File: src/msc_pkg.sv
// Shared types and constants for the Mahalanobis skin pixel classifier.
package msc_pkg;

	localparam int CfgIdxW  = 3;
	localparam int CfgDataW = 48;

	localparam logic [CfgIdxW-1:0] CFG_MEAN_HUE        = 3'd0;
	localparam logic [CfgIdxW-1:0] CFG_MEAN_SATURATION = 3'd1;
	localparam logic [CfgIdxW-1:0] CFG_INV_COV_HH      = 3'd2;
	localparam logic [CfgIdxW-1:0] CFG_INV_COV_HS      = 3'd3;
	localparam logic [CfgIdxW-1:0] CFG_INV_COV_SS      = 3'd4;
	localparam logic [CfgIdxW-1:0] CFG_DISTANCE_SQ_LIM = 3'd5;
	localparam logic [CfgIdxW-1:0] CFG_BRIGHTNESS_MIN  = 3'd6;

	localparam logic signed [31:0] INV_COV_UNIT = 32'sd65536;

	localparam logic [7:0] MASK_SKIN = 8'hFF;
	localparam logic [7:0] MASK_NONE = 8'h00;

	typedef struct packed {
		logic [7:0]         mean_hue;
		logic [7:0]         mean_saturation;
		logic signed [31:0] inv_cov_hh;
		logic signed [31:0] inv_cov_hs;
		logic signed [31:0] inv_cov_ss;
		logic [47:0]        distance_sq_limit;
		logic [7:0]         brightness_min;
	} cfg_t;

	// stage 1: squared and cross deltas
	typedef struct packed {
		logic signed [17:0] dh2;
		logic signed [17:0] dhds;
		logic signed [17:0] ds2;
		logic               bright_ok;
	} delta_t;

	// stage 2: weighted terms
	typedef struct packed {
		logic signed [49:0] p_hh;
		logic signed [49:0] p_hs;
		logic signed [49:0] p_ss;
		logic               bright_ok;
	} prod_t;

	// stage 3: squared distance
	typedef struct packed {
		logic signed [51:0] dist_sq;
		logic               bright_ok;
	} dist_t;

endpackage

File: src/msc_product.sv
// Stage 2: weight each delta term by its inverse covariance entry.
module msc_product (
	input  logic            clk,
	input  logic            arst_n,
	input  msc_pkg::cfg_t   cfg,
	input  logic            up_valid,
	output logic            up_ready,
	input  msc_pkg::delta_t up_data,
	output logic            dn_valid,
	input  logic            dn_ready,
	output msc_pkg::prod_t  dn_data
);

	msc_pkg::prod_t p_next;
	logic           valid_s2;
	msc_pkg::prod_t data_s2;

	always_comb begin
		p_next.p_hh      = $signed(cfg.inv_cov_hh) * $signed(up_data.dh2);
		p_next.p_hs      = $signed(cfg.inv_cov_hs) * $signed(up_data.dhds);
		p_next.p_ss      = $signed(cfg.inv_cov_ss) * $signed(up_data.ds2);
		p_next.bright_ok = up_data.bright_ok;
	end

	assign up_ready = !valid_s2 || dn_ready;

	always_ff @(posedge clk or negedge arst_n) begin
		if (!arst_n) begin
			valid_s2 <= 1'b0;
		end else if (up_ready) begin
			valid_s2 <= up_valid;
		end
	end

	always_ff @(posedge clk) begin
		if (up_ready && up_valid) begin
			data_s2 <= p_next;
		end
	end

	assign dn_valid = valid_s2;
	assign dn_data  = data_s2;

endmodule

File: config.mk
export PLATFORM = sky130hd
export DESIGN_NAME = msc_product
export DESIGN_NICKNAME = d
export VERILOG_FILES = /design/src/msc_pkg.sv /design/src/msc_product.sv
export SDC_FILE = /design/constraint.sdc
export NUM_CORES = 2
export LEC_CHECK = 0
export ABC_CLOCK_PERIOD_IN_PS = 7410
export BUFFER_PORTS_ARGS = -buffer_cell sky130_fd_sc_hd__buf_4
export CORE_MARGIN = 2
export CORE_UTILIZATION = 25
export DETAILED_ROUTE_END_ITERATION = 8
export HOLD_SLACK_MARGIN = 0.15
export SETUP_SLACK_MARGIN = 0.5
export SLEW_MARGIN = 20
export SYNTH_ARGS = -nofsm -noshare
export SYNTH_HDL_FRONTEND = slang
export SYNTH_SLANG_ARGS = --single-unit
File: constraint.sdc
create_clock -name clk -period 7.41 [get_ports clk]
set_input_delay 1.482 -clock clk [delete_from_list [all_inputs] [get_ports clk]]
set_output_delay 1.482 -clock clk [all_outputs]
set_load 0.02 [all_outputs]
# Yosys cells after proc, flatten, opt, wreduce, memory -nomap -nowiden
# Cells that the tools add are included.
totals:
  ff_bits: 152
  in_bits: 227
  out_inout_bits: 153
classes:
  n_mul: 3
  n_reduce_logical: 3
ops:
  columns: ["op", "n"]
  rows:
  - ["$mul A32 B18 Y50", 3]
  - ["$logic_and A1 B1 Y1", 1]
  - ["$logic_not A1 Y1", 1]
  - ["$logic_or A1 B1 Y1", 1]

# Longest topological paths before layout
depth:
  depth_word: 3
  mapped_depth: 27

# Worst setup path before layout
# No wires, ideal clock.
synth_timing:
  kind: "input -> register"
  from: "input cfg[138] (netlist name)"
  to: "register data_s2, in the netlist dn_data[149], data pin"
  arrival_ns: 7.406
  required_ns: 7.144
  slack_ns: -0.262
  cell_stages: 24
  path_buffers: 3
  cell_sequence: "clkbuf_1 -> clkbuf_1 -> nand2_1 -> fa_1 -> fa_1 -> fa_1 -> inv_1 -> fa_1 -> fa_1 -> inv_1 -> fa_1 -> inv_1 -> ha_1 -> clkbuf_1 -> nand2_1 -> nand2b_1 -> a21o_1 -> a21o_1 -> a221o_1 -> o211ai_1 -> a31oi_1 -> a21oi_1 -> nor3_1 -> or3b_1"
synth_lines:
  columns: ["element", "line_no", "rtl"]
  rows:
  - ["start, declared", "msc_product.sv:5", "input msc_pkg::cfg_t cfg,"]
  - ["end signal, assigned", "msc_product.sv:37", "data_s2 <= p_next;"]
  - ["end, declared", "msc_product.sv:16", "msc_pkg::prod_t data_s2;"]

==> summary.md <==
| Metric | Value |
|---|---|
| Slew Viols, Final | `0` |
| Fillers | `26109` |
| HP Start | `dn_valid` |
| Via density | `4.32` |
| Post-synth EDFFs | `151` |
| TritonCTS clock tree | `done` |
| Final hold violation count | `0` |
| CP endpoint kind | `register` |
| DRT Pass-1 Iters | `9` |
| Synth top area cells | `fa_1, inv_1, ha_1` |
| Final Critical Period | `7.19 ns` |
| Synth cell types | `72` |
| Routed wire per std cell | `16.4 um` |
| Avg Cell Area, Syn | `9.30 um^2` |
| Most frequent cells in the layout | `inv_1, fa_1, nand2_1, buf_4, and2_1` |
| Clock Path Buffers | `3` |
| Ports | `380` |
| Layout Cells excl Fill | `11099` |
| Reg2Reg Launch Point | `dn_valid` |
| Synth Register Bits | `152` |
| Vias | `47923` |
| Maximum clock rate | `139 MHz` |
| Nets | `9974` |
| Initial antenna violation count | `17` |
| Min-delay worst type | `register to register` |
| Inserted Clock Buffers | `25` |
| DRC violations left | `0` |
| Final Skew | `0.0256 ns` |
| Cells after DPL | `10940` |
| Share of the synthesized area in the top cell type | `0.522` |
| Crit path kind | `input pin to register` |
| Clock H-tree levels | `4` |
| Die H | `509 um` |
| Synth area leader | `fa_1` |
| CP startpoint | `up_data[43]` |
| Die ar. | `259000 um^2` |
| Root buf cell | `clkbuf_16` |
| CTS sink count | `152` |
| Largest net degree at the start of global routing | `86` |
| Drt total wl | `183 mm` |
| Status | `finished clean` |
| Critical path fanouts, max | `7` |
| Final period util | `0.971` |
| Asr flop ratio synth | `0.00658` |
| Unrepaired setup endpoints after global routing | `yes` |
| Grt ovf | `0` |
| CP Data Required Time | `7.72 ns` |
| Top_reg_cell synth | `edfxtp_1` |
| Worst-Margin Slew | `0.928 ns` |
| Post-route ant nets | `0` |
| Die Wd | `509 um` |
| Clock Latency Late Sink | `0.57 ns` |
| Row count | `185` |
| Core area | `254000 um^2` |
| Synthesized cell area | `63700 um^2` |
| YS warnings | `0` |
| Slew HR | `0.381` |
| Placer Congestion | `0.896` |
| Max_cap viols | `0` |
| Worst setup SP type | `input pin` |
| Post-DP HPWL | `152 mm` |
| First-pass GRT wire length | `296 mm` |
| Gate Count Post-Synth | `6846` |
| Initial Util | `0.251` |
| Worst-path clk slew | `0.09 ns` |
| Setup-failing EPs final | `0` |
| P&R area growth vs syn | `26.8%` |
| Commonest non-fill, non-tap cell in the layout | `inv_1` |
| Post-synthesis sequential area ratio | `0.0716` |
| Port buffer count | `307` |
| CP Data Arrival Time | `7.51 ns` |
| First DRT Iteration DRCs | `2644` |
| Post-synth net total | `9095` |
| Vias in the first global route | `54126` |
| Layout cells sized above 1 | `0.215` |
| Overall Global Routing Usage | `0.145` |
## state kept, by name (all words and copies together), names as in the netlist
register / count
dn_data: 151
dn_valid: 1
## repair_timing
item	in CTS	in global routing
cloned	6	5
setup buffers	54	59
gates resized for setup	377	370
pin swaps	213	252
hold buffers	0	0
setup endpoints to repair	53	60
## synth_stat cells (all sizes together) (37+ instances only)
cell type,n
fa,1659
clkbuf,301
nand2,1034
nand2b,37
o21ai,61
edfxtp,151
xnor2,117
nor2,152
ha,363
inv,1836
and2,671
a21o,70
a21oi,124
## path summary, 6_finish.rpt
path                                 to  slack, ns  cells after the start
max                        dn_data[144]       0.22                     28
min                            dn_valid       0.59                      2
max reg2reg                 dn_data[87]       5.17                      3
min reg2reg                    dn_valid       0.59                      2
max in group asynchronous      dn_valid       6.66                      1
min in group asynchronous      dn_valid       0.67                      1
## final cells by class
cell class / instances / area (um^2) / area share
Clock buffer: 25 / 626 / 0.00775
Clock inverter: 8 / 85.1 / 0.00105
Tap cell: 3366 / 4210 / 0.0522
Multi-Input combinational cell: 4549 / 53300 / 0.661
Timing Repair Buffer: 1161 / 11000 / 0.136
Inverter: 1836 / 6910 / 0.0855
Sequential cell: 152 / 4560 / 0.0565
Antenna cell: 2 / 5.00 / 0.0000620
## stage by stage
stage	setup slack, ns	instance area, um^2	util	setup TNS [ns]	hold WS (ns)
3_3_place_gp	-0.906	75800	0.299	-28.15	0.518
6_report	0.217	80800	0.318	0	0.595
2_1_floorplan	0.216	65400	-	0	0.783
3_5_place_dp	-1.00	75800	0.299	-30.36	0.586
5_1_grt	0.127	80700	0.318	0	0.610
4_1_cts	0.277	78700	0.310	0	0.589
## critical path, stage by stage
cell       delay [ns]
buf_16           0.13
buf_8            0.13
and2_4           0.13
fa_1             0.55
inv_2            0.04
fa_1             0.54
fa_1             0.43
inv_2            0.07
fa_2             0.45
fa_1             0.53
inv_2            0.04
fa_1             0.54
inv_2            0.05
ha_4             0.21
a21o_1           0.21
a21oi_4          0.17
o211ai_1         0.12
a21oi_1          0.14
buf_4            0.17
nand2_4          0.05
a2111oi_4        0.37
nor2_2           0.08
buf_6            0.16
a211oi_2         0.18
buf_4            0.17
buf_6            0.12
o31ai_4          0.06
xnor2_2          0.15
## cells by family after synthesis
group                    synth area share
buffers and inverters               0.126
AND/OR/NAND/NOR                     0.149
flip-flops                         0.0716
multiplexers                     0.000334
AO/OA/AOI/OAI                      0.0395
XOR/XNOR                           0.0208
adder cells (fa/ha/maj)             0.593
## layer usage
layer	up-vias	share of wire	routed length [um]	GRT usage
met3	286	0.050	9190	0.0170
met2	1278	0.50	91600	0.254
met4	6	0.030	5530	0.0417
met1	24987	0.42	76100	0.187
met5	-	0.00025	46	0
li1	21366	-	-	-
Power is left out: the tool's default activity adds up to more than one toggle a clock period on the data nets, which glitch-free logic cannot reach.
