==> src/msc_pkg.sv <==
// Shared types and constants for the Mahalanobis skin pixel classifier.
package msc_pkg;

	localparam int CfgIdxW  = 3;
	localparam int CfgDataW = 48;

	localparam logic [CfgIdxW-1:0] CFG_MEAN_HUE        = 3'd0;
	localparam logic [CfgIdxW-1:0] CFG_MEAN_SATURATION = 3'd1;
	localparam logic [CfgIdxW-1:0] CFG_INV_COV_HH      = 3'd2;
	localparam logic [CfgIdxW-1:0] CFG_INV_COV_HS      = 3'd3;
	localparam logic [CfgIdxW-1:0] CFG_INV_COV_SS      = 3'd4;
	localparam logic [CfgIdxW-1:0] CFG_DISTANCE_SQ_LIM = 3'd5;
	localparam logic [CfgIdxW-1:0] CFG_BRIGHTNESS_MIN  = 3'd6;

	localparam logic signed [31:0] INV_COV_UNIT = 32'sd65536;

	localparam logic [7:0] MASK_SKIN = 8'hFF;
	localparam logic [7:0] MASK_NONE = 8'h00;

	typedef struct packed {
		logic [7:0]         mean_hue;
		logic [7:0]         mean_saturation;
		logic signed [31:0] inv_cov_hh;
		logic signed [31:0] inv_cov_hs;
		logic signed [31:0] inv_cov_ss;
		logic [47:0]        distance_sq_limit;
		logic [7:0]         brightness_min;
	} cfg_t;

	// stage 1: squared and cross deltas
	typedef struct packed {
		logic signed [17:0] dh2;
		logic signed [17:0] dhds;
		logic signed [17:0] ds2;
		logic               bright_ok;
	} delta_t;

	// stage 2: weighted terms
	typedef struct packed {
		logic signed [49:0] p_hh;
		logic signed [49:0] p_hs;
		logic signed [49:0] p_ss;
		logic               bright_ok;
	} prod_t;

	// stage 3: squared distance
	typedef struct packed {
		logic signed [51:0] dist_sq;
		logic               bright_ok;
	} dist_t;

endpackage

==> src/msc_sum.sv <==
// Stage 3: add the three weighted terms into the squared distance.
module msc_sum (
	input  logic           clk,
	input  logic           arst_n,
	input  logic           up_valid,
	output logic           up_ready,
	input  msc_pkg::prod_t up_data,
	output logic           dn_valid,
	input  logic           dn_ready,
	output msc_pkg::dist_t dn_data
);

	logic signed [51:0] t_hh;
	logic signed [51:0] t_hs2;
	logic signed [51:0] t_ss;
	msc_pkg::dist_t     s_next;
	logic               valid_s3;
	msc_pkg::dist_t     data_s3;

	assign t_hh  = $signed({{2{up_data.p_hh[49]}}, up_data.p_hh});
	// cross term counted twice: shift left by one
	assign t_hs2 = $signed({up_data.p_hs[49], up_data.p_hs, 1'b0});
	assign t_ss  = $signed({{2{up_data.p_ss[49]}}, up_data.p_ss});

	always_comb begin
		s_next.dist_sq   = t_hh + t_hs2 + t_ss;
		s_next.bright_ok = up_data.bright_ok;
	end

	assign up_ready = !valid_s3 || dn_ready;

	always_ff @(posedge clk or negedge arst_n) begin
		if (!arst_n) begin
			valid_s3 <= 1'b0;
		end else if (up_ready) begin
			valid_s3 <= up_valid;
		end
	end

	always_ff @(posedge clk) begin
		if (up_ready && up_valid) begin
			data_s3 <= s_next;
		end
	end

	assign dn_valid = valid_s3;
	assign dn_data  = data_s3;

endmodule

==> config.mk <==
export PLATFORM = sky130hd
export DESIGN_NAME = msc_sum
export DESIGN_NICKNAME = d
export VERILOG_FILES = /design/src/msc_pkg.sv /design/src/msc_sum.sv
export SDC_FILE = /design/constraint.sdc
export NUM_CORES = 1
export LEC_CHECK = 0
export BUFFER_PORTS_ARGS = -buffer_cell sky130_fd_sc_hd__buf_4
export CAP_MARGIN = 30
export CORE_MARGIN = 3
export CORE_UTILIZATION = 39
export CTS_CLUSTER_SIZE = 12
export DETAILED_ROUTE_END_ITERATION = 7
export PLACE_DENSITY = 0.66
export SYNTH_ARGS = -nofsm -noshare
export SYNTH_HDL_FRONTEND = slang
export SYNTH_SLANG_ARGS = --single-unit
==> constraint.sdc <==
create_clock -name clk -period 5.6 [get_ports clk]
set_input_delay 0.28 -clock clk [delete_from_list [all_inputs] [get_ports clk]]
set_output_delay 0.28 -clock clk [all_outputs]
set_load 0.1 [all_outputs]
# Word-level counts from Yosys, hierarchy flattened
# Cells that the tools add are included.
dict set report totals {
  elab_cells 8
  output_inout_bits 55
  ff_bits 54
}
dict set report classes {
  reduce_logical 3
  add_sub_neg 2
}
# op count
set ops {}
lappend ops {{adder 50 x 51 -> 52 bit} 1}
lappend ops {{adder 52 x 50 -> 52 bit} 1}
lappend ops {{logical AND 1 bit} 1}
lappend ops {{logical NOT 1 bit} 1}
lappend ops {{logical OR 1 bit} 1}

# Logic depth before layout (Yosys ltp)
dict set report depth {
  depth_word 3
  mapped_depth 13
  mapped_depth_nobuf 13
}

# Worst setup path after synthesis
# No wires, ideal clock.
dict set report synth_timing {
  path_kind {reg-to-reg}
  from {register valid_s3 (netlist: dn_valid)}
  to {register data_s3 (netlist bit dn_data[0]) (enable)}
  required_time_ps 5184
  t_arrival_ps 3043
  period_less_slack_ps 3459
  setup_ps 416
  path_stages_with_launch 3
  path_buffers 0
  setup_slack_ps 2141
  path_cell_list {dfrtp_1 -> nand2b_1 -> and2_1}
}
dict set report synth_via {
  elab_chain_cells 3
}
# element line_no
set synth_rtl {}
lappend synth_rtl {{from (decl)} msc_sum.sv:17} ;# logic valid_s3;
lappend synth_rtl {{from (signal assigned)} msc_sum.sv:36} ;# valid_s3 <= up_valid;
lappend synth_rtl {{logical NOT 1 bit} msc_sum.sv:30} ;# assign up_ready = !valid_s3 || dn_ready;
lappend synth_rtl {{logical OR 1 bit} msc_sum.sv:30}
lappend synth_rtl {{net up_ready} msc_sum.sv:6} ;# output logic up_ready,
lappend synth_rtl {{logical AND 1 bit} msc_sum.sv:41} ;# if (up_ready && up_valid) begin
lappend synth_rtl {{to (signal assigned)} msc_sum.sv:42} ;# data_s3 <= s_next;
lappend synth_rtl {{to (decl)} msc_sum.sv:18} ;# msc_pkg::dist_t data_s3;
# The timed path passes the listed nets, and every way through them passes these cells.
# A chain may end at the register's enable or synchronous reset.

==> flow_summary_export.csv <==
group,metric,value,unit
outcome,status,"completed",
flow_run,cap_violations,0,
detailed_routing,first_pass_iters,4,
worst_setup_path,crit_arrival,3490,ps
detailed_routing,drc,0,
logic_synthesis,synthCells,544,
timing,fmax,289,MHz
worst_setup_path,crit_path_end_kind,"register",
global_route,use_met3,3.66,%
die,std_cell_rows,43,
detailed_routing,num_vias,4887,
die,ios,210,
die,dieArea,16000,sq um
clocking,htree_levels,2,
logic_synthesis,yosysWarnings,0,
final_layout,area_growth,33.5,%
detailed_routing,ant_nets,0,
timing,rsz0062_at_grt,"no",
min_path,hold_path_class,"input pin to register",
worst_setup_path,ff2ff_setup_slack,3980,ps
clocking,cts_root_buf,"clkbuf_16",
clocking,cts_buffer_depth,2,
final_layout,multi_input_area,3910,sq um
worst_setup_path,critPathLaunchType,"input pin",
global_route,use_met2,30.6,%
global_route,grt_pass1_wl,23700,microns
detailed_routing,finalWirelength,14500,microns
final_layout,fin_area,7540,sq um
global_route,grt-ovfl-total,0,
logic_synthesis,syn_area,5650,sq um
worst_setup_path,cp_slowest_stage_delay,540,ps
final_layout,antenna_cells,0,
place,place_congestion,0.838,
timing,tightest_slew,734,ps
clocking,cts_tree,"yes",
final_layout,post-route-util,53.7,%
timing,final-setup-viol-count,0,
place,hpwl,12300,microns
global_route,grt_usage,17.7,%
global_route,grtUsageMet1,23.3,%
final_layout,layout-drive-gt1-share,32.3,%
place,place_area,7380,sq um
power,vdd_ir_drop_max,0.150,mV
worst_setup_path,path_cells,"buf_4, fa_1, ha_1, inv_1, fa_1, and2b_1, o2111ai_2, a31oi_4, a21o_1, a211oi_2, o41ai_4, a31oi_4, o31ai_2, xor2_1",
clocking,cts_resized,0,
logic_synthesis,ys_seq_area_share,28.6,%
worst_setup_path,worstPathMaxFanout,5,
clocking,insertion_delay,290,ps
clocking,numCtsBuffers,5,
power,p_leak,0.00330,uW
logic_synthesis,synthFlopType,"edfxtp_1",
timing,relSlewSlack,51.1,%
global_route,grt_pass1_vias,5042,
timing,min_period_over_period,61.9,%
final_layout,nFillCells,1272,
worst_setup_path,cpMaxStageDelayCell,"fa_1",
logic_synthesis,synth_cell_types,54,
die,die_h,126,microns
final_layout,final-seq-area,1620,sq um
logic_synthesis,mappedNetlistNets,801,
final_layout,nNetsFinal,1003,
timing,finalSetupTns,0,ps
die,dieWidth,126,microns
timing,period_needed,3470,ps
worst_setup_path,critPathRequiredTime,5630,ps
worst_setup_path,critPathKind,"input pin to register",
logic_synthesis,synth_edf_count,53,
detailed_routing,viasPerCell,5.27,
die,start_util,40.2,%
timing,hold_viol,0,
detailed_routing,drt_iter0_drc,293,
global_route,grt_max_degree,54,
logic_synthesis,synthArstFlopShare,1.85,%
logic_synthesis,ys_ff_latch,54,
die,coreArea,14000,sq um
power,powerDensity,352,nW/um^2
global_route,grt_busiest_layer,"met2",
clocking,cts_setup_buffers,0,
detailed_routing,wire_per_inst,15.6,microns
worst_setup_path,cp_num_buf_inv,2,
timing,slew_viol_final,0,
clocking,path_clk_slew,70,ps
global_route,antenna_found_initial,0,
logic_synthesis,synth_area_per_cell,10.4,sq um
place,portBuffers,209,
timing,finalClockSkew,6.65,ps
clocking,clock_sinks,54,
worst_setup_path,path_delay_family,"compound AO/OA/AOI/OAI gates",
-- flip-flops by register name, indices dropped and copies added, names as in the netlist --
signal and count:
dn_data 53, dn_valid 1
-- power breakdown --
group / internal (uW) / switching [uW] / leakage [uW]
Clock: 178 / 139 / 0.0000739
Sequential: 583 / 27.8 / 0.000515
Combinational: 541 / 1180 / 0.00271
Total: 1300 / 1350 / 0.00330
-- synth_stat cells, types with 9 or more instances --
cell type	n	share of area, %
clkbuf_1	10	0.66
xor2_1	21	3.3
a21o_1	18	2.4
a31oi_1	9	1.0
a21oi_1	63	5.6
edfxtp_1	53	28
nor2_1	32	2.1
ha_1	51	11
xnor2_1	26	4.0
o21bai_1	10	1.3
o21ai_0	35	3.1
fa_1	51	18
nand3_1	13	1.2
nand4_1	10	1.1
nand2_1	46	3.1
inv_1	14	0.93
-- through the flow --
step	total power (uW)	hold slack (ps)	instances	setup WS [ps]
after floorplan	1920	-15.6	544	2140
after global placement	2320	56.2	918	1940
after detailed placement	2340	56.2	918	1850
after CTS	2660	164	927	2140
after global routing	2820	156	927	1970
final	2650	170	927	2130
-- repair_timing --
item | CTS | global route
hold buffers | 1 | 0
hold endpoints to repair | 1 | 0
endpoints found under the setup margin | 0 | 0
-- cell usage in the layout (no fill, tap or decap), types with 2 or more instances in the layout --
cell type	count
xnor2_1	26
and3_1	7
a31oi_4	3
nand2_1	46
fa_1	51
nand2b_1	5
nor2b_1	7
ha_1	51
o31ai_1	2
nand4_1	10
or4_1	2
a211oi_1	3
nand3_1	13
and4_1	2
clkbuf_16	5
inv_1	14
a31oi_1	9
a21o_1	18
xor2_1	21
edfxtp_1	53
o21bai_1	10
o21a_1	7
nor3_1	6
buf_4	210
nor2_1	32
a31o_2	2
a211oi_2	3
o21ai_0	35
a21oi_1	63
o21ai_1	3
-- logic make-up (layout without fill, tap and decap cells) --
kind of cell               count (synthesis)  after routing  synth area share [%]
and+or+nand+nor                          139            139                  12.2
xor gates and xnor gates                  47             47                  7.29
muxes                                      1              1                 0.177
buffers and inverters                     30            233                  2.13
AOI/OAI and AO/OA                        171            171                  20.2
DFF                                       54             54                  28.6
adders and majority gates                102            102                  29.4
-- final cells by class --
type	count	area share (%)
inverter	14	0.697
timing repair buffer	211	21.0
tap	180	2.99
clock buffer	7	1.89
clock inverter	1	0.0664
multi-input combinational	460	51.9
sequential	54	21.4
-- path summary, 6_finish.rpt --
kind                            start          end  cells past startpoint
min                        up_data[0]   dn_data[0]                      1
max in group asynchronous      arst_n     dn_valid                      2
max                        up_data[2]  dn_data[50]                     14
max reg2reg                  dn_valid  dn_data[28]                      3
min reg2reg                  dn_valid     dn_valid                      2
min in group asynchronous      arst_n     dn_valid                      2
-- routing by layer --
metal,vias to the layer above,share of wire (%)
met1,2285,42
met5,-,0
li1,2390,-
met2,202,49
met3,10,7.3
met4,0,0.98
No activity file was read; power rests on OpenSTA's default activity.
