### src/msc_pkg.sv
// Shared types and constants for the Mahalanobis skin pixel classifier.
package msc_pkg;

	localparam int CfgIdxW  = 3;
	localparam int CfgDataW = 48;

	localparam logic [CfgIdxW-1:0] CFG_MEAN_HUE        = 3'd0;
	localparam logic [CfgIdxW-1:0] CFG_MEAN_SATURATION = 3'd1;
	localparam logic [CfgIdxW-1:0] CFG_INV_COV_HH      = 3'd2;
	localparam logic [CfgIdxW-1:0] CFG_INV_COV_HS      = 3'd3;
	localparam logic [CfgIdxW-1:0] CFG_INV_COV_SS      = 3'd4;
	localparam logic [CfgIdxW-1:0] CFG_DISTANCE_SQ_LIM = 3'd5;
	localparam logic [CfgIdxW-1:0] CFG_BRIGHTNESS_MIN  = 3'd6;

	localparam logic signed [31:0] INV_COV_UNIT = 32'sd65536;

	localparam logic [7:0] MASK_SKIN = 8'hFF;
	localparam logic [7:0] MASK_NONE = 8'h00;

	typedef struct packed {
		logic [7:0]         mean_hue;
		logic [7:0]         mean_saturation;
		logic signed [31:0] inv_cov_hh;
		logic signed [31:0] inv_cov_hs;
		logic signed [31:0] inv_cov_ss;
		logic [47:0]        distance_sq_limit;
		logic [7:0]         brightness_min;
	} cfg_t;

	// stage 1: squared and cross deltas
	typedef struct packed {
		logic signed [17:0] dh2;
		logic signed [17:0] dhds;
		logic signed [17:0] ds2;
		logic               bright_ok;
	} delta_t;

	// stage 2: weighted terms
	typedef struct packed {
		logic signed [49:0] p_hh;
		logic signed [49:0] p_hs;
		logic signed [49:0] p_ss;
		logic               bright_ok;
	} prod_t;

	// stage 3: squared distance
	typedef struct packed {
		logic signed [51:0] dist_sq;
		logic               bright_ok;
	} dist_t;

endpackage

### src/msc_delta.sv
// Stage 1: mean-removed hue/saturation, their squares and cross product, brightness check.
module msc_delta (
	input  logic           clk,
	input  logic           arst_n,
	input  msc_pkg::cfg_t  cfg,
	input  logic           up_valid,
	output logic           up_ready,
	input  logic [7:0]     hue,
	input  logic [7:0]     saturation,
	input  logic [7:0]     brightness,
	output logic           dn_valid,
	input  logic           dn_ready,
	output msc_pkg::delta_t dn_data
);

	logic signed [8:0]  dh;
	logic signed [8:0]  ds;
	msc_pkg::delta_t    d_next;
	logic               valid_s1;
	msc_pkg::delta_t    data_s1;

	assign dh = $signed({1'b0, hue}) - $signed({1'b0, cfg.mean_hue});
	assign ds = $signed({1'b0, saturation}) - $signed({1'b0, cfg.mean_saturation});

	always_comb begin
		d_next.dh2       = dh * dh;
		d_next.dhds      = dh * ds;
		d_next.ds2       = ds * ds;
		d_next.bright_ok = (brightness >= cfg.brightness_min);
	end

	assign up_ready = !valid_s1 || dn_ready;

	always_ff @(posedge clk or negedge arst_n) begin
		if (!arst_n) begin
			valid_s1 <= 1'b0;
		end else if (up_ready) begin
			valid_s1 <= up_valid;
		end
	end

	always_ff @(posedge clk) begin
		if (up_ready && up_valid) begin
			data_s1 <= d_next;
		end
	end

	assign dn_valid = valid_s1;
	assign dn_data  = data_s1;

endmodule

### config.mk
export PLATFORM = sky130hd
export DESIGN_NAME = msc_delta
export DESIGN_NICKNAME = d
export VERILOG_FILES = /design/src/msc_pkg.sv /design/src/msc_delta.sv
export SDC_FILE = /design/constraint.sdc
export NUM_CORES = 1
export LEC_CHECK = 0
export BUFFER_PORTS_ARGS = -buffer_cell sky130_fd_sc_hd__buf_2
export CAP_MARGIN = 20
export CORE_ASPECT_RATIO = 1.4
export CORE_MARGIN = 2
export CORE_UTILIZATION = 51
export CTS_CLUSTER_SIZE = 25
export DETAILED_ROUTE_END_ITERATION = 10
export PLACE_DENSITY = 0.79
export SLEW_MARGIN = 20
export SYNTH_ARGS = -nofsm -noshare
export SYNTH_HDL_FRONTEND = slang
export SYNTH_SLANG_ARGS = --single-unit
### constraint.sdc
create_clock -name clk -period 2.1 [get_ports clk]
set_clock_uncertainty 0.1 [all_clocks]
set_input_delay 0.105 -clock clk [delete_from_list [all_inputs] [get_ports clk]]
set_output_delay 0.105 -clock clk [all_outputs]
set_load 0.02 [all_outputs]
### After elaboration in Yosys (flattened, before gate mapping)

Index checks and enable logic that the tools add are counted.

* register bits after elaboration: 56
* input port bits: 196
* output and inout port bits: 57

* add/subtract/negate cells: 2
* $mul: 3
* magnitude comparators: 1
* reductions and logical operators: 3

Operator list (number)
* multiplier 9 x 9 -> 18 bit: 3
* subtractor 8 x 8 -> 9 bit: 2
* greater-or-equal comparator 8 bit: 1
* logical AND 1 bit: 1
* zero test 1 bit: 1
* logical OR 1 bit: 1

### Logic depth before layout (Yosys ltp)

Gate-level depths: netlist of the first run.

* word-level depth: 3
* gate-level depth with buffers: 30
* depth with buffers taken out: 30

### Least setup slack after synthesis of the first run

Ideal clock, no wire load.

* path kind: input to register
* from: input hue[0]
* to: register data_s1, in the netlist dn_data[36], data pin
* library setup time: 0.259 ns
* arrival: 6.034 ns
* data required time: 1.741 ns
* path slack: -4.293 ns
* stages: 26
* buffers on the path: 1
* cells stage by stage: inv_1 > ha_1 > inv_1 > fa_1 > a21o_1 > nand4_1 > o21ai_2 > o41ai_4 > clkbuf_1 > nand2_1 > fa_1 > inv_1 > fa_1 > fa_1 > fa_1 > inv_1 > fa_1 > inv_1 > ha_1 > o21a_1 > o31a_1 > o21ai_1 > o21ai_1 > a21o_1 > a21oi_1 > xnor2_1

RTL lines
* from (decl): RTL line msc_delta.sv:8 `input logic [7:0] hue,`
* to (signal assigned): RTL line msc_delta.sv:44 `data_s1 <= d_next;`
* to (decl): RTL line msc_delta.sv:20 `msc_pkg::delta_t data_s1;`

==> impl_metrics.tcl, run 1 <==
set metrics [dict create \
    cts_tree "built" \
    r2r-end "dn_data[51]$_DFFE_PP_" \
    detail_route.wl_per_cell_um 16.73 \
    ys_seq_elements 54 \
    violations "setup timing" \
    ys.warnings.count 0 \
    die_h_um 175.5 \
    track_usage_pct 26.04 \
    crit_path_frequent_cell "fa_1" \
    grt_use_met1_pct 29.36 \
    grt_overflow 0 \
    fin_ws_ns -3.872 \
    syn_to_final_growth_pct 38.17 \
    synthCells 1114 \
    synthArstFlopShare_pct 1.852 \
    drt_iter0_markers 477 \
    synth_area_leaders "fa_1, ha_1, edfxtp_1" \
    synth_edf_count 53 \
    grtUsageMet2_pct 47.75 \
    dp_hpwl_um 21900 \
    status "finished with violations" \
    drv_slew 0 \
    rrSetupSlack_ns 0.71 \
    cts-root-buf "clkbuf_16" \
    hold_path_class "input port to flop" \
    grt_pass1_wl_um 46420 \
    portBuffers 106 \
    reg2reg_depth 3 \
    synth_cell_types 54 \
    cpPeakStageDelay_ns 0.52 \
    synthFlopType "edfxtp_1" \
    final_hold_viol_count 0 \
    via_per_inst 5.236 \
    fin_crit_ns 5.972 \
    worst-setup-path-type "input port to flop" \
    core_area_mm2 0.02056 \
    drive_above_1_share_pct 37.83 \
    cp_max_fo 3 \
    final_cell_mix "inv_1, buf_4, fa_1, ha_1, buf_2" \
    cts_sinks 54 \
    timing.fmax_ghz 0.1675 \
    antennaDiodeCount 0 \
    final_nets 1995 \
    routed_wl_um 28820 \
    critPathCapture "dn_data[53]$_DFFE_PP_" \
    cp-start-kind "input port" \
    dr.pass1.iters 5 \
    arrival_ns 5.94 \
    syn-cell-area_mm2 0.01072 \
    cp.required_ns 2.07 \
    use_met3_pct 3.046 \
    start_util_pct 52.13 \
    clk-insertion-delay-late_ns 0.32 \
    gp_congestion 0.9163 \
    rsz0062_at_grt "true" \
    io_pins 253 \
    final-setup-viol-count 45 \
    whs_ns 0.07260 \
    grt_start_max_net_pins 54 \
    final_util_pct 72.03 \
    cap_viol_max_count 0 \
    seq_area_frac_synth_pct 15.08 \
    slowest_stage "fa_1" \
    antenna_found_initial 0 \
    num_vias 9021 \
    cts.path.max_buffers 2 \
    grt_busiest_layer "met2" \
    drt_drc_violations_left 0 \
    rows 62 \
    die_w_um 126.5 \
    grt_pass1_vias 10210 \
    synth_area_per_cell_um2 9.620 \
    finalCritPeriodShare_pct 284.4 \
    die-area_mm2 0.02220 \
    cts_inserted_buffers 5 \
    drt.antenna.violating_nets 0 \
    min_path_cells 4 \
    h-tree-depth 2 \
    r2r-start "dn_valid$_DFFE_PN0N_" \
    cp-end-kind "flop" \
    yosysTopAreaCellShare_pct 34.75 \
    cts.clk_slew.worst_paths_ns 0.09 \
    synth_top_area_cell "fa_1" \
    final_common_cell "inv_1" \
    startpoint "hue[0]" \
]
==> synth_stat cells (all sizes together), types with 2 or more instances <==
master,count
o21bai,3
fa,186
nand2b,16
o21ai,20
nor2,107
ha,147
buf,6
nor3,6
nand4,3
a211oi,6
a211o,3
a21oi,37
o31a,2
o21a,17
edfxtp,53
xnor2,53
inv,269
xor2,14
nand2,98
o31ai,2
a21o,11
and2,5
nor2b,6
nand3,2
mux2,2
clkinv,3
clkbuf,18
==> layer usage <==
metal	part of all wire, %	wire length, µm
met5	0	0
met4	5.3	1521
met3	5.3	1536
met2	54	15590
met1	35	10180
==> worst max-delay path: cells and delay by family <==
| kind | cells | cell delay [ns] |
|---|---|---|
| adder cells (fa/ha/maj) | 8 | 3.12 |
| AO/OA/AOI/OAI | 9 | 1.58 |
| buffers and inverters | 8 | 0.60 |
| AND/OR/NAND/NOR | 3 | 0.38 |
| XOR/XNOR | 1 | 0.14 |
==> metrics by stage <==
step	setup TNS [ns]	worst slack (ns)	cells	area (µm²)
final	-132.19	-3.872	1723	14810
after global routing	-138.81	-4.072	1723	14810
after CTS	-128.33	-3.713	1710	14450
after detailed placement	-148.04	-4.157	1671	13590
after global placement	-142.54	-4.029	1671	13590
after floorplan	-125.50	-3.855	1115	11240
==> worst min path at each step <==
stage	startpoint	endpoint	slack (ns)
after CTS	brightness[7]	dn_data[0]$_DFFE_PP_	0.08
after global routing	brightness[7]	dn_data[0]$_DFFE_PP_	0.09
after floorplan	arst_n	dn_valid$_DFFE_PN0N_	-0.29
after detailed placement	arst_n	dn_valid$_DFFE_PN0N_	-0.22
after global placement	arst_n	dn_valid$_DFFE_PN0N_	-0.21
final	brightness[7]	dn_data[0]$_DFFE_PP_	0.07
==> registers in the layout, indices dropped and copies added, names as in the netlist <==
signal	count
dn_data	53
dn_valid	1
==> cells by family (layout without fill, tap and decap cells) <==
kind of cell,Yosys count,count (layout),share of synthesized area [%]
XOR/XNOR,67,67,5.546
flip-flops,54,54,15.08
buffers and inverters,296,648,10.53
AND/OR/NAND/NOR,250,250,9.819
AO/OA/AOI/OAI,110,110,6.737
adder cells (fa/ha/maj),333,333,51.91
other,1,2,0.03499
multiplexers,3,3,0.3385
==> layout make-up <==
class | instances | area [µm²]
tap | 256 | 320.3
fill | 1349 | 5751
inverter | 272 | 1066
timing repair buffer | 368 | 2750
multi-input combinational | 765 | 8900
clock buffer | 5 | 125.1
clock inverter | 3 | 28.78
sequential | 54 | 1617
==> repair_timing <==
| item | in CTS | in global routing |
|---|---|---|
| pin swaps | 53 | 52 |
| endpoints found under the hold margin | 2 | 0 |
| setup endpoints to repair | 45 | 45 |
| resized for setup | 104 | 86 |
| hold buffers | 4 | 0 |
| buffers inserted | 32 | 29 |
Power of run 1 is not shown: default switching activity piles up to over one toggle a cycle in this logic, so the estimate is an artifact.
==> run 2: changes to the inputs <==
Settings changed: CORE_UTILIZATION 51 to 40, CTS_CLUSTER_DIAMETER from default to 60, PLACE_DENSITY 0.79 to default.
==> run 2 against run 1 <==
- the run still ends with setup timing left
- critical path depth is 1 lower
- count of clock-buffer cells in the layout up 1
- die area up 27%
- hold slack improved by 0.010 ns
- final cell count increased by 4.2%
- critical endpoint unchanged
==> impl_metrics.tcl, run 2 (synthesized netlist as in run 1, its figures left out) <==
set metrics [dict create \
    status "finished with violations" \
    violations "setup timing" \
    drt.antenna.violating_nets 0 \
    drv_slew 0 \
    drive_above_1_share_pct 37.39 \
    arrival_ns 5.78 \
    gp_congestion 0.8697 \
    whs_ns 0.08267 \
    grt_pass1_wl_um 42720 \
    die_h_um 197.7 \
    num_vias 8552 \
    grt_start_max_net_pins 54 \
    final_cell_mix "inv_1, buf_4, fa_1, ha_1, buf_2" \
    via_per_inst 4.764 \
    h-tree-depth 2 \
    fin_crit_ns 5.805 \
    slowest_stage "fa_1" \
    cts.clk_slew.worst_paths_ns 0.08 \
    core_area_mm2 0.02628 \
    cts_inserted_buffers 5 \
    die_w_um 142.3 \
    final_hold_viol_count 0 \
    place_inst 1746 \
    crit_path_frequent_cell "fa_1" \
    dp_hpwl_um 21120 \
    cts_tree "built" \
    start_util_pct 40.79 \
    antenna_found_initial 0 \
    syn_to_final_growth_pct 38.19 \
    cts-root-buf "clkbuf_16" \
    final-setup-viol-count 45 \
    cts.path.max_buffers 2 \
    final_nets 1999 \
    cp-start-kind "input port" \
    dr.pass1.iters 4 \
    io_pins 253 \
    finalCritPeriodShare_pct 276.4 \
    grt_overflow 0 \
    hold_path_class "input port to flop" \
    final_util_pct 56.36 \
    largest_reg_flops 53 \
    timing.fmax_ghz 0.1723 \
    cp-end-kind "flop" \
    cts_sinks 54 \
    rsz0062_at_grt "true" \
    antennaDiodeCount 0 \
    clk-insertion-delay-late_ns 0.31 \
    cp.required_ns 2.08 \
    cp_max_fo 3 \
    drt_drc_violations_left 0 \
    cap_viol_max_count 0 \
    final_common_cell "inv_1" \
    detail_route.wl_per_cell_um 14.30 \
    routed_wl_um 25660 \
    rows 70 \
    fin_ws_ns -3.705 \
    drt_iter0_markers 217 \
    worst-setup-path-type "input port to flop" \
    grt_pass1_vias 9218 \
    cpPeakStageDelay_ns 0.53 \
    final_cells 1795 \
    track_usage_pct 19.15 \
    die-area_mm2 0.02814 \
    portBuffers 106 \
]
## run 2: changes by cell type in the layout (fill, tap and decap cells not counted), sizes merged
cell	delta
buf	+4
clkbuf	+1
clkinv	-3
clkinvlp	+1
inv	+1
## run 2: final timing paths
kind	start	end	slack (ns)	cells after the start
setup / recovery	hue[0]	dn_data[53]$_DFFE_PP_	-3.71	28
hold / removal	brightness[7]	dn_data[0]$_DFFE_PP_	0.08	4
setup reg to reg	dn_valid$_DFFE_PN0N_	dn_data[53]$_DFFE_PP_	0.71	3
hold reg to reg	dn_valid$_DFFE_PN0N_	dn_data[26]$_DFFE_PP_	0.94	3
max in group asynchronous	arst_n	dn_valid$_DFFE_PN0N_	1.28	3
min in group asynchronous	arst_n	dn_valid$_DFFE_PN0N_	0.51	3
## run 2: final cells by class
class | instances | area, µm²
Timing Repair Buffer | 372 | 2746
Clock inverter | 2 | 16.27
Tap cell | 324 | 405.4
Inverter | 272 | 1062
Fill cell | 2337 | 11470
Multi-Input combinational cell | 765 | 8823
Sequential cell | 54 | 1617
Clock buffer | 6 | 138.9
## run 2: layer usage
metal	routed length, µm	global-route usage, %
met5	0	0
met3	1061	2.691
met2	14190	36.50
met4	613	6.051
met1	9801	21.83
## run 2: stage by stage
| stage | worst slack (ns) | TNS, ns | instance area [µm²] |
|---|---|---|---|
| after floorplan | -3.855 | -125.50 | 11240 |
| after global placement | -4.042 | -143.34 | 13710 |
| after detailed placement | -4.169 | -145.46 | 13710 |
| after CTS | -3.703 | -127.25 | 14480 |
| after global routing | -3.886 | -135.13 | 14810 |
| final | -3.705 | -126.91 | 14810 |
## run 2: what timing repair did
action                                  CTS  global route
hold buffers                              4             0
endpoints found under the setup margin   45            45
resized for setup                        89            62
buffers inserted                         30            13
hold endpoints to repair                  2             0
pin swaps                                55            19
## run 2: worst max-delay path: cells and delay by family
family	cells	cell delay, ns
compound gates	9	1.58
xor+xnor	1	0.15
fa+ha+maj	8	3.18
buf+inv	7	0.44
simple gates	3	0.31
Power of run 2 is left out for the same reason.
