==> config.mk <==
export PLATFORM = sky130hd
export DESIGN_NAME = msc_decide
export DESIGN_NICKNAME = d
export VERILOG_FILES = /design/src/msc_pkg.sv /design/src/msc_decide.sv
export SDC_FILE = /design/constraint.sdc
export NUM_CORES = 1
export LEC_CHECK = 0
export ABC_AREA = 1
export BUFFER_PORTS_ARGS = -buffer_cell sky130_fd_sc_hd__buf_2
export CORE_AREA = 10 10 83 85
export DETAILED_ROUTE_END_ITERATION = 8
export DIE_AREA = 0 0 93 95
export PLACE_DENSITY_LB_ADDON = 0.15
export SLEW_MARGIN = 20
export SYNTH_ARGS = -nofsm -noshare
export SYNTH_HDL_FRONTEND = slang
export SYNTH_SLANG_ARGS = --single-unit
==> constraint.sdc <==
create_clock -name clk -period 1.6 [get_ports clk]
set_input_delay 0.16 -clock clk [delete_from_list [all_inputs] [get_ports clk]]
set_output_delay 0.16 -clock clk [all_outputs]
set_load 0.005 [all_outputs]
==> src/msc_pkg.sv <==
// Shared types and constants for the Mahalanobis skin pixel classifier.
package msc_pkg;

	localparam int CfgIdxW  = 3;
	localparam int CfgDataW = 48;

	localparam logic [CfgIdxW-1:0] CFG_MEAN_HUE        = 3'd0;
	localparam logic [CfgIdxW-1:0] CFG_MEAN_SATURATION = 3'd1;
	localparam logic [CfgIdxW-1:0] CFG_INV_COV_HH      = 3'd2;
	localparam logic [CfgIdxW-1:0] CFG_INV_COV_HS      = 3'd3;
	localparam logic [CfgIdxW-1:0] CFG_INV_COV_SS      = 3'd4;
	localparam logic [CfgIdxW-1:0] CFG_DISTANCE_SQ_LIM = 3'd5;
	localparam logic [CfgIdxW-1:0] CFG_BRIGHTNESS_MIN  = 3'd6;

	localparam logic signed [31:0] INV_COV_UNIT = 32'sd65536;

	localparam logic [7:0] MASK_SKIN = 8'hFF;
	localparam logic [7:0] MASK_NONE = 8'h00;

	typedef struct packed {
		logic [7:0]         mean_hue;
		logic [7:0]         mean_saturation;
		logic signed [31:0] inv_cov_hh;
		logic signed [31:0] inv_cov_hs;
		logic signed [31:0] inv_cov_ss;
		logic [47:0]        distance_sq_limit;
		logic [7:0]         brightness_min;
	} cfg_t;

	// stage 1: squared and cross deltas
	typedef struct packed {
		logic signed [17:0] dh2;
		logic signed [17:0] dhds;
		logic signed [17:0] ds2;
		logic               bright_ok;
	} delta_t;

	// stage 2: weighted terms
	typedef struct packed {
		logic signed [49:0] p_hh;
		logic signed [49:0] p_hs;
		logic signed [49:0] p_ss;
		logic               bright_ok;
	} prod_t;

	// stage 3: squared distance
	typedef struct packed {
		logic signed [51:0] dist_sq;
		logic               bright_ok;
	} dist_t;

endpackage

==> src/msc_decide.sv <==
// Stage 4: threshold compare and mask output register.
module msc_decide (
	input  logic           clk,
	input  logic           arst_n,
	input  msc_pkg::cfg_t  cfg,
	input  logic           up_valid,
	output logic           up_ready,
	input  msc_pkg::dist_t up_data,
	output logic           dn_valid,
	input  logic           dn_ready,
	output logic [7:0]     mask
);

	logic signed [51:0] limit;
	logic               skin;
	logic               valid_s4;
	logic [7:0]         mask_s4;

	assign limit = $signed({4'b0000, cfg.distance_sq_limit});
	// a negative distance always passes the limit compare
	assign skin  = ($signed(up_data.dist_sq) <= limit) && up_data.bright_ok;

	assign up_ready = !valid_s4 || dn_ready;

	always_ff @(posedge clk or negedge arst_n) begin
		if (!arst_n) begin
			valid_s4 <= 1'b0;
		end else if (up_ready) begin
			valid_s4 <= up_valid;
		end
	end

	always_ff @(posedge clk) begin
		if (up_ready && up_valid) begin
			mask_s4 <= skin ? msc_pkg::MASK_SKIN : msc_pkg::MASK_NONE;
		end
	end

	assign dn_valid = valid_s4;
	assign mask     = mask_s4;

endmodule
==> After elaboration in Yosys (flattened, before gate mapping) <==
Index checks and enable logic that the tools add are counted.
{ "op_classes": {"muxes": 1, "n_reduce_logical": 4, "magnitude_cmp": 1} }
{ "ops": {"columns": ["operator", "count"], "rows": [
  ["52-bit by 49-bit less-or-equal comparator with 1-bit output", 1],
  ["8-bit 2-to-1 mux", 1],
  ["1-bit logical AND", 2],
  ["1-bit logical NOT", 1],
  ["1-bit logical OR", 1]
]} }
{ "totals": {"ff_bits": 9, "word_cells": 8, "out_inout_bits": 10} }

==> Logic depth before layout (Yosys ltp) <==
Gate-level depths: netlist of the first run.
{ "logic_depth": {"word_depth": 3, "ltp_mapped": 15, "depth_no_buf": 15} }

==> Worst setup path after synthesis of the first run <==
Ideal clock, no wire load.
{ "synth_timing": {"path_kind": "input -> register", "startpoint": "input cfg[43] in the netlist's numbering", "endpoint": "register mask_s4[6], in the netlist mask[6], data pin", "setup_time_ps": 249, "required_time_ps": 1351, "t_arrival_ps": 1185, "path_stages": 13, "setup_slack_ps": 166, "cell_sequence": "inv_1 ha_1 nand2_1 inv_2 nand3_4 nor2_4 nand3_2 nor2_2 nand2_1 nand3_1 nand3_1 nand2_1 inv_1"} }
{ "synth_via": {"elab_chain_cells": 3} }
{ "synth_rtl": {"columns": ["item", "line", "text"], "rows": [
  ["start: declaration", "msc_decide.sv:5", "input msc_pkg::cfg_t cfg,"],
  ["52-bit by 49-bit less-or-equal comparator with 1-bit output", "msc_decide.sv:21", "assign skin = ($signed(up_data.dist_sq) <= limit) && up_data.bright_ok;"],
  ["1-bit logical AND", "msc_decide.sv:21", null],
  ["via skin", "msc_decide.sv:15", "logic skin;"],
  ["8-bit 2-to-1 mux", "msc_decide.sv:35", "mask_s4 <= skin ? msc_pkg::MASK_SKIN : msc_pkg::MASK_NONE;"],
  ["end signal: assignment", "msc_decide.sv:35", null],
  ["end: declaration", "msc_decide.sv:17", "logic [7:0] mask_s4;"]
]} }
The timed path passes the listed nets, and every way through them passes these cells.
A chain may end at the register's enable or synchronous reset.

==> Worst setup path in the final report of the first run <==
Ends and elaborated chain as after synthesis.

==> flow_metrics.env, run 1 <==
export IMPL_dp_cells=426
export IMPL_p_leak_nw=1.52
export IMPL_unrepaired_setup_endpoints_after_global_routing="false"
export IMPL_synth_fp_nets=518
export IMPL_synth_seq_cells=2
export IMPL_postPlaceCellArea_sq_mm=0.00216
export IMPL_hold_path_class="input port to register"
export IMPL_cts_tree="built"
export IMPL_worst_skew_pair_late_latency_ps=210
export IMPL_period_minus_slack_ps=1440
export IMPL_avgSynthCellArea_sq_um=6.28
export IMPL_dr_pass1_iters=4
export IMPL_die_extent_in_y_microns=95
export IMPL_synth_seq_area_share_pct=3.58
export IMPL_synthTopCellsByArea="sky130_fd_sc_hd__ha_1, sky130_fd_sc_hd__inv_1, sky130_fd_sc_hd__nand2_1"
export IMPL_synth_cell_area_sq_mm=0.00154
export IMPL_numCtsBuffers=3
export IMPL_finalNetCount=633
export IMPL_synth_largest_area_cell="sky130_fd_sc_hd__ha_1"
export IMPL_timing_critical_path_fanout_max=3
export IMPL_placement_setup_worst_slack_ps=-71.0
export IMPL_design_area_sq_mm=0.00223
export IMPL_synthMostInstantiatedCell="sky130_fd_sc_hd__inv_1"
export IMPL_layout_area_overhead_vs_synth_pct=44.9
export IMPL_period_share_pct=89.9
export IMPL_fmax_ghz=0.695
export IMPL_layout_cells_non_filler=434
export IMPL_vias=1706
export IMPL_finalWirelength_microns=4590
export IMPL_hpwl_microns=4430
export IMPL_drive_gt1_share_pct=37.3
export IMPL_synth_main_ff_cell="sky130_fd_sc_hd__edfxtp_1"
export IMPL_post_cts_setup_buffers=0
export IMPL_timing_critical_path_to_type="register"
export IMPL_grt_overflow_total=0
export IMPL_initial_core_util_pct=28.8
export IMPL_worst_setup_path_type="input port to register"
export IMPL_reg2reg_setup_slack_ps=750
export IMPL_final_max_slew_violation_count=0
export IMPL_grt_start_max_net_pins=9
export IMPL_r2r_cells=1
export IMPL_clock_path_buffers=2
export IMPL_cts_root_buffer="sky130_fd_sc_hd__clkbuf_8"
export IMPL_number_of_enable_flip_flop_cells_after_synthesis=1
export IMPL_timing_worst_slew_pin_value_ps=192
export IMPL_synth_commonest_cells="sky130_fd_sc_hd__inv_1, sky130_fd_sc_hd__nand2_1, sky130_fd_sc_hd__ha_1"
export IMPL_r2r_start="dn_valid"
export IMPL_max_vdd_ir_drop_uv=368
export IMPL_timing_critical_path_from_type="input port"
export IMPL_chipWidth_microns=93
export IMPL_yosys_cell_types_count=21
export IMPL_antenna_left=0
export IMPL_cts_sinks=2
export IMPL_timing_slew_headroom_pct=87.1
export IMPL_yosys_warnings=0
export IMPL_critical_path_startpoint="cfg[43]"
export IMPL_ctsHtreeMaxLevel=1
export IMPL_endpoint_of_the_lowest_slack_register_to_register_path="mask[6]"
export IMPL_detail_route_vias_per_cell=3.93
export IMPL_worst_slack_ps=162
export IMPL_count_of_mapped_cells_out_of_synthesis=245
export IMPL_post_synth_top_area_fraction_pct=39.1
export IMPL_placementRows=27
export IMPL_cp_data_required_time_ps=1570
export IMPL_number_of_antenna_violations_at_the_first_check_in_global_routing=4
export IMPL_first_iter_violations=22
export IMPL_place_congestion=0.707
export IMPL_first_pass_grt_wire_length_microns=7220
export IMPL_core_area_sq_mm=0.00534
export IMPL_fin_worst_skew_ps=4.04
export IMPL_power_per_cell_area_mw_per_mm2=319
export IMPL_drt_drc=0
export IMPL_buffer_ports_inserted=114
export IMPL_cap_violations=0
export IMPL_grt_pass1_vias=1717
export IMPL_clock_transition_time_at_the_flip_flop_clock_pins_of_the_worst_setup_and_hold_paths_ps=30
export IMPL_final_core_util_pct=41.7
export IMPL_io_pins=235
export IMPL_timing_critical_path_to="mask[6]"
export IMPL_run_status="complete, no violations"
export IMPL_floorplan_die_area_sq_mm=0.00884
export IMPL_setup_violations=0
export IMPL_total_power_w=0.000710
export IMPL_cp_data_arrival_time_ps=1410
export IMPL_routedWlPerCell_microns=10.6
export IMPL_synth_async_sr_flop_share_pct=50.0
export IMPL_grt_util_all_layers_pct=9.88
export IMPL_hold_viol_final=0
cells in the final DEF (no fill, tap or decap), drive strengths merged, types with 2 or more instances in the layout:
cell and count:
a21oi 18, inv 72, nor2 17, buf 116
a21o 2, diode 3, o21ai 3, ha 48
clkbuf 4, nand3 11, nand2 62
metal layers:
metal	track usage, %	up-vias	share of wire, %
li1	-	977	-
met1	11.1	652	44
met2	14.5	71	39
met3	7.53	4	17
met4	2.31	2	0.46
met5	0	-	0.28
cells by family (layout without fill, tap and decap cells):
| logic type | Yosys count | count (layout) | share of synthesized area (%) |
|---|---|---|---|
| compound gates | 25 | 25 | 8.79 |
| fa+ha+maj | 48 | 48 | 39.1 |
| buf+inv | 79 | 193 | 21.0 |
| flops | 2 | 2 | 3.58 |
| other cells | 0 | 3 | 0 |
| simple gates | 91 | 91 | 27.6 |
final cells by class:
type | instances | area (sq um)
clock buffers | 4 | 45.0
diodes | 3 | 7.51
well taps | 72 | 90.1
multi-input cells | 164 | 1160
repair buffers | 117 | 596
inverters | 72 | 270
fillers | 597 | 3110
flip-flops and latches | 2 | 55.1
worst min-delay path by stage:
stage               startpoint  endpoint  slack, ps  cells past startpoint
global route          up_valid  dn_valid        190                      3
CTS                   up_valid  dn_valid        150                      3
floorplan               arst_n  dn_valid       -140                      0
finish                up_valid  dn_valid        150                      3
detailed placement      arst_n  dn_valid        -60                      1
global placement        arst_n  dn_valid        -70                      1
report_power, final:
part / internal (W) / total (W) / switching [W]
sequential: 0.0000584 / 0.0000616 / 0.00000321
clock: 0.000169 / 0.000208 / 0.0000388
combinational: 0.000225 / 0.000441 / 0.000215
total: 0.000453 / 0.000710 / 0.000257
sequential cells by signal, summed over array words and instances, names as in the netlist:
| name | flops |
|---|---|
| mask | 1 |
| dn_valid | 1 |
worst max-delay path, cell delays in order:
cell,delay [ps]
sky130_fd_sc_hd__buf_2,70
sky130_fd_sc_hd__inv_1,30
sky130_fd_sc_hd__ha_1,280
sky130_fd_sc_hd__nand2_1,70
sky130_fd_sc_hd__inv_2,70
sky130_fd_sc_hd__nand3_4,70
sky130_fd_sc_hd__nor2_4,140
sky130_fd_sc_hd__nand3_2,90
sky130_fd_sc_hd__nor2_2,130
sky130_fd_sc_hd__nand2_1,60
sky130_fd_sc_hd__nand3_1,60
sky130_fd_sc_hd__nand3_1,80
sky130_fd_sc_hd__nand2_1,60
sky130_fd_sc_hd__inv_1,30
repair_timing:
| action | 4_1_cts | 5_1_grt |
|---|---|---|
| hold buffers | 1 | 0 |
| gates resized for setup | 0 | 1 |
| setup endpoints to repair | 0 | 1 |
| endpoints found under the hold margin | 1 | 0 |
through the flow:
step,hold WS (ps),TNS [ps]
finish,153,0
global route,188,0
CTS,152,0
detailed placement,-64.1,-71.0
global placement,-66.0,-58.6
floorplan,-136,0
No activity file was read; power rests on OpenSTA's default activity.
==> run 2, diff against run 1 <==
Settings changed: BUFFER_PORTS_ARGS -buffer_cell sky130_fd_sc_hd__buf_2 to unset, CORE_AREA 10 10 83 85 to 10 10 84 86, CTS_CLUSTER_SIZE set to 25, DIE_AREA 0 0 93 95 to 0 0 94 96, DONT_BUFFER_PORTS set to 1, REMOVE_ABC_BUFFERS set to 1.
==> run 2 against run 1 <==
- cell area down 26%
- worst hold slack lost 82 ps
- via count down 21%
- count of clock-buffer cells in the layout is the same
- first-iteration DRC count unchanged
- clock skew grew 0.70 ps
- clock power about the same
- critical path depth decreased by 1
- cell count shrank 26%
==> flow_metrics.env, run 2 (same netlist as run 1, synthesis figures left out) <==
export IMPL_layout_area_overhead_vs_synth_pct=7.65
export IMPL_timing_critical_path_fanout_max=2
export IMPL_grt_start_max_net_pins=9
export IMPL_timing_critical_path_to_type="register"
export IMPL_cap_violations=0
export IMPL_unrepaired_setup_endpoints_after_global_routing="false"
export IMPL_period_share_pct=87.9
export IMPL_cp_data_arrival_time_ps=1380
export IMPL_io_pins=235
export IMPL_tns_ps=0
export IMPL_cts_root_buffer="sky130_fd_sc_hd__clkbuf_8"
export IMPL_hold_viol_final=0
export IMPL_layout_cells_most_common="sky130_fd_sc_hd__inv_1"
export IMPL_dr_pass1_iters=4
export IMPL_initial_core_util_pct=28.4
export IMPL_finalWirelength_microns=4280
export IMPL_worstPathCellList="inv_1, ha_1, nand2_1, nor2_1, nand2_2, nor2_2, nand2_1, nand3_1, nand2_1, nand3_1, nand3_1, nand2_1, inv_1"
export IMPL_chipWidth_microns=94
export IMPL_place_congestion=0.709
export IMPL_drt_drc=0
export IMPL_clock_transition_time_at_the_flip_flop_clock_pins_of_the_worst_setup_and_hold_paths_ps=30
export IMPL_timing_worst_slew_pin_value_ps=394
export IMPL_clock_path_buffers=2
export IMPL_detail_route_vias_per_cell=4.22
export IMPL_vias=1346
export IMPL_n_fill_cell=624
export IMPL_drive_gt1_share_pct=8.13
export IMPL_timing_critical_path_from_type="input port"
export IMPL_p_leak_nw=1.07
export IMPL_timing_slew_headroom_pct=73.8
export IMPL_ctsHtreeMaxLevel=1
export IMPL_max_vdd_ir_drop_uv=335
export IMPL_grt_pass1_vias=1415
export IMPL_first_iter_violations=22
export IMPL_cts_tree="built"
export IMPL_post_cts_setup_buffers=0
export IMPL_path_delay_family="simple AND/OR/NAND/NOR gates"
export IMPL_grt_overflow_total=0
export IMPL_final_cell_mix="sky130_fd_sc_hd__inv_1, sky130_fd_sc_hd__nand2_1, sky130_fd_sc_hd__ha_1, sky130_fd_sc_hd__a21oi_1, sky130_fd_sc_hd__nor2_1"
export IMPL_layout_cells_non_filler=319
export IMPL_antenna_left=0
export IMPL_critical_path_startpoint="cfg[23]"
export IMPL_worst_skew_pair_late_latency_ps=210
export IMPL_hpwl_microns=4250
export IMPL_cts_sinks=2
export IMPL_hold_slack_ps=71.1
export IMPL_final_max_slew_violation_count=0
export IMPL_timing_critical_path_slowest_cell_delay_ps=280
export IMPL_finalNetCount=520
export IMPL_worst_setup_path_type="input port to register"
export IMPL_floorplan_die_area_sq_mm=0.00902
export IMPL_first_pass_grt_wire_length_microns=6420
export IMPL_cp_data_required_time_ps=1570
export IMPL_numCtsBuffers=3
export IMPL_cp_common_cell="sky130_fd_sc_hd__nand2_1"
export IMPL_hold_path_class="input port to register"
export IMPL_total_power_w=0.000580
export IMPL_final_core_util_pct=30.6
export IMPL_hold_path_startpoint="up_valid"
export IMPL_period_minus_slack_ps=1410
export IMPL_setup_violations=0
export IMPL_routedWlPerCell_microns=13.4
export IMPL_path_buf_inv=2
export IMPL_number_of_antenna_violations_at_the_first_check_in_global_routing=1
export IMPL_r2r_start="dn_valid"
export IMPL_placementRows=27
export IMPL_die_extent_in_y_microns=96
export IMPL_fmax_ghz=0.711
export IMPL_fin_worst_skew_ps=4.74
export IMPL_core_area_sq_mm=0.00541
export IMPL_dp_cells=313
export IMPL_grt_util_all_layers_pct=8.73
export IMPL_critical_path_slowest_cell="sky130_fd_sc_hd__ha_1"
export IMPL_buffer_ports_inserted=0
export IMPL_run_status="complete, no violations"
export IMPL_power_per_cell_area_mw_per_mm2=350
==> run 2: cell types whose count changed in the layout (fill, tap and decap cells not counted), sizes merged <==
cell / previous run / this run
buf: 116 / 3
diode: 3 / 1
==> run 2: per-stage QoR <==
step           area (sq um)  worst slack (ps)
2_1_floorplan          1490               166
3_3_place_gp           1600             -41.0
3_5_place_dp           1600             -54.1
4_1_cts                1650               165
5_1_grt                1650              46.1
6_report               1660               193
==> run 2: layer usage <==
metal	vias up	part of all wire [%]	track usage, %
met3	0	20	8.40
li1	747	-	-
met2	75	38	12.2
met5	-	0	0
met4	0	0	1.52
met1	524	42	9.46
==> run 2: cell type report <==
cell class,instances,area [sq um],area share (%)
antenna,1,2.50,0.151
tap,72,90.1,5.44
clock buffer,4,45.0,2.72
timing repair buffer,4,32.5,1.97
inverter,72,270,16.3
sequential,2,55.1,3.33
multi-input combinational,164,1160,70.1
==> run 2: timing repair <==
item | 4_1_cts | 5_1_grt
hold endpoints to repair | 1 | 0
gates resized for setup | 0 | 0
hold buffers | 1 | 0
==> run 2: where the power goes <==
part	leakage, nW	internal, W	switching, W
clock	0.0228	0.000169	0.0000403
sequential	0.0206	0.0000584	0.00000665
combinational	1.03	0.000133	0.000172
==> run 2: path summary, 6_finish.rpt <==
check / end / slack [ps] / cells past startpoint
max reg2reg: mask[6] / 750 / 1
min reg2reg: dn_valid / 600 / 2
min in group asynchronous: dn_valid / 160 / 1
max: mask[6] / 190 / 13
max in group asynchronous: dn_valid / 1340 / 1
min: dn_valid / 70 / 2
==> run 3, diff against run 2 <==
Settings changed: CELL_PAD_IN_SITES_DETAIL_PLACEMENT set to 0, CELL_PAD_IN_SITES_GLOBAL_PLACEMENT set to 1, CORE_AREA 10 10 84 86 to 10 10 82 84, DIE_AREA 0 0 94 96 to 0 0 92 94, GPL_ROUTABILITY_DRIVEN set to 0.
==> run 3 against run 2 <==
- first-iteration DRC count decreased by 55%
- critical path type unchanged
- cell count down 0.94%
- cell area shrank 0.91%
- total power fell by 1.2%
- worst setup slack better by 37 ps
==> flow_metrics.env, run 3 (same netlist as run 1, synthesis figures left out) <==
export IMPL_finalWirelength_microns=4280
export IMPL_timing_critical_path_to_type="register"
export IMPL_first_pass_grt_wire_length_microns=6540
export IMPL_power_per_cell_area_mw_per_mm2=349
export IMPL_clock_path_buffers=2
export IMPL_final_core_util_pct=32.3
export IMPL_detail_route_vias_per_cell=4.23
export IMPL_worst_skew_pair_late_latency_ps=210
export IMPL_fmax_ghz=0.730
export IMPL_r2r_start="dn_valid"
export IMPL_clock_transition_time_at_the_flip_flop_clock_pins_of_the_worst_setup_and_hold_paths_ps=30
export IMPL_post_cts_resize_count=0
export IMPL_final_max_slew_violation_count=0
export IMPL_cts_sinks=2
export IMPL_cts_tree="built"
export IMPL_antenna_left=0
export IMPL_chipWidth_microns=92
export IMPL_unrepaired_setup_endpoints_after_global_routing="false"
export IMPL_initial_core_util_pct=30.3
export IMPL_numCtsBuffers=3
export IMPL_drt_drc=0
export IMPL_grt_overflow_total=0
export IMPL_cp_data_required_time_ps=1570
export IMPL_die_extent_in_y_microns=94
export IMPL_run_status="complete, no violations"
export IMPL_grt_util_all_layers_pct=9.23
export IMPL_worst_setup_path_type="input port to register"
export IMPL_final_cell_mix="sky130_fd_sc_hd__inv_1, sky130_fd_sc_hd__nand2_1, sky130_fd_sc_hd__ha_1, sky130_fd_sc_hd__a21oi_1, sky130_fd_sc_hd__nor2_1"
export IMPL_setup_violations=0
export IMPL_finalNetCount=518
export IMPL_globalRouteMet3Util_pct=10.3
export IMPL_grt_start_max_net_pins=9
export IMPL_ctsHtreeMaxLevel=1
export IMPL_layout_area_overhead_vs_synth_pct=6.67
export IMPL_period_share_pct=85.6
export IMPL_fin_worst_skew_ps=3.43
export IMPL_number_of_antenna_violations_at_the_first_check_in_global_routing=4
export IMPL_io_pins=235
export IMPL_p_leak_nw=1.06
export IMPL_hold_path_startpoint="up_valid"
export IMPL_drive_gt1_share_pct=7.38
export IMPL_dr_pass1_iters=4
export IMPL_multi_input_area_sq_mm=0.00116
export IMPL_grt_pass1_vias=1414
export IMPL_cap_violations=0
export IMPL_post_cts_setup_buffers=0
export IMPL_period_minus_slack_ps=1370
export IMPL_timing_worst_slew_pin_value_ps=403
export IMPL_cp_data_arrival_time_ps=1340
export IMPL_tns_ps=0
export IMPL_design_area_sq_mm=0.00164
export IMPL_dp_cells=309
export IMPL_first_iter_violations=10
export IMPL_vias=1338
export IMPL_hpwl_microns=4250
export IMPL_cts_root_buffer="sky130_fd_sc_hd__clkbuf_8"
export IMPL_worst_slack_ps=230
export IMPL_max_vdd_ir_drop_uv=316
export IMPL_timing_critical_path_fanout_max=3
export IMPL_endpoint_of_the_lowest_slack_register_to_register_path="mask[6]"
export IMPL_buffer_ports_inserted=0
export IMPL_use_met1_pct=8.72
export IMPL_postPlaceCellArea_sq_mm=0.00158
export IMPL_n_fill_cell=614
export IMPL_timing_critical_path_from_type="input port"
export IMPL_r2r_cells=1
export IMPL_placementRows=26
export IMPL_layout_cells_non_filler=316
export IMPL_grtUsageMet2_pct=13.5
export IMPL_regArea_sq_um=55.1
export IMPL_layout_cells_most_common="sky130_fd_sc_hd__inv_1"
export IMPL_placement_setup_worst_slack_ps=-22.8
export IMPL_hold_path_cell_count=2
export IMPL_timing_slew_headroom_pct=73.2
export IMPL_reg2reg_setup_slack_ps=730
export IMPL_floorplan_die_area_sq_mm=0.00865
export IMPL_hold_path_class="input port to register"
export IMPL_global_route_peak_usage_layer="met2"
export IMPL_routedWlPerCell_microns=13.5
export IMPL_hold_viol_final=0
export IMPL_worstHoldEndpoint="dn_valid"
export IMPL_core_area_sq_mm=0.00507
[run 3: changes by cell type in the layout (fill, tap and decap cells not counted)]
cell,previous run,this run
sky130_fd_sc_hd__diode_2,1,2
sky130_fd_sc_hd__buf_4,3,1
[run 3: worst max-delay path by stage]
stage | slack (ps) | endpoint | from | cells after the start
after CTS | 200 | mask[6] | cfg[43] | 13
after floorplan | 170 | mask[6] | cfg[43] | 13
after global routing | 50 | mask[6] | cfg[19] | 13
final | 230 | mask[6] | cfg[43] | 13
after global placement | -20 | mask[6] | cfg[43] | 13
after detailed placement | -20 | mask[6] | cfg[43] | 13
[run 3: where the power goes]
part / internal, W / total [W] / switching (W)
logic: 0.000130 / 0.000297 / 0.000167
registers: 0.0000584 / 0.0000654 / 0.00000698
clock network: 0.000169 / 0.000210 / 0.0000408
total: 0.000357 / 0.000573 / 0.000215
[run 3: critical path, cell delays in order]
cell	delay, ps
sky130_fd_sc_hd__inv_1	30
sky130_fd_sc_hd__ha_1	280
sky130_fd_sc_hd__nand2_1	70
sky130_fd_sc_hd__inv_2	70
sky130_fd_sc_hd__nand3_4	70
sky130_fd_sc_hd__nor2_4	130
sky130_fd_sc_hd__nand3_2	80
sky130_fd_sc_hd__nor2_2	130
sky130_fd_sc_hd__nand2_1	60
sky130_fd_sc_hd__nand3_1	60
sky130_fd_sc_hd__nand3_1	90
sky130_fd_sc_hd__nand2_1	70
sky130_fd_sc_hd__inv_1	30
[run 3: through the flow]
stage | hold WS [ps] | total power, W
6_report | 68.1 | 0.000573
5_1_grt | 84.9 | 0.000646
4_1_cts | 70.5 | 0.000589
3_5_place_dp | -136 | 0.000369
3_3_place_gp | -136 | 0.000370
2_1_floorplan | -136 | 0.000316
[run 3: cell type report]
type | instances | area share [%]
antenna | 2 | 0.305
clock buffer | 4 | 2.75
inverter | 72 | 16.5
multi-input combinational | 164 | 70.7
sequential | 2 | 3.36
tap | 70 | 5.34
timing repair buffer | 2 | 1.07
[run 3: timing repair]
action,4_1_cts,5_1_grt
endpoints found under the setup margin,0,0
endpoints found under the hold margin,1,0
hold buffers,1,0
[run 3: routing by layer]
layer	routed length (microns)	up-vias
met4	4	2
li1	-	746
met3	984	4
met1	1580	514
met5	7	-
met2	1700	72
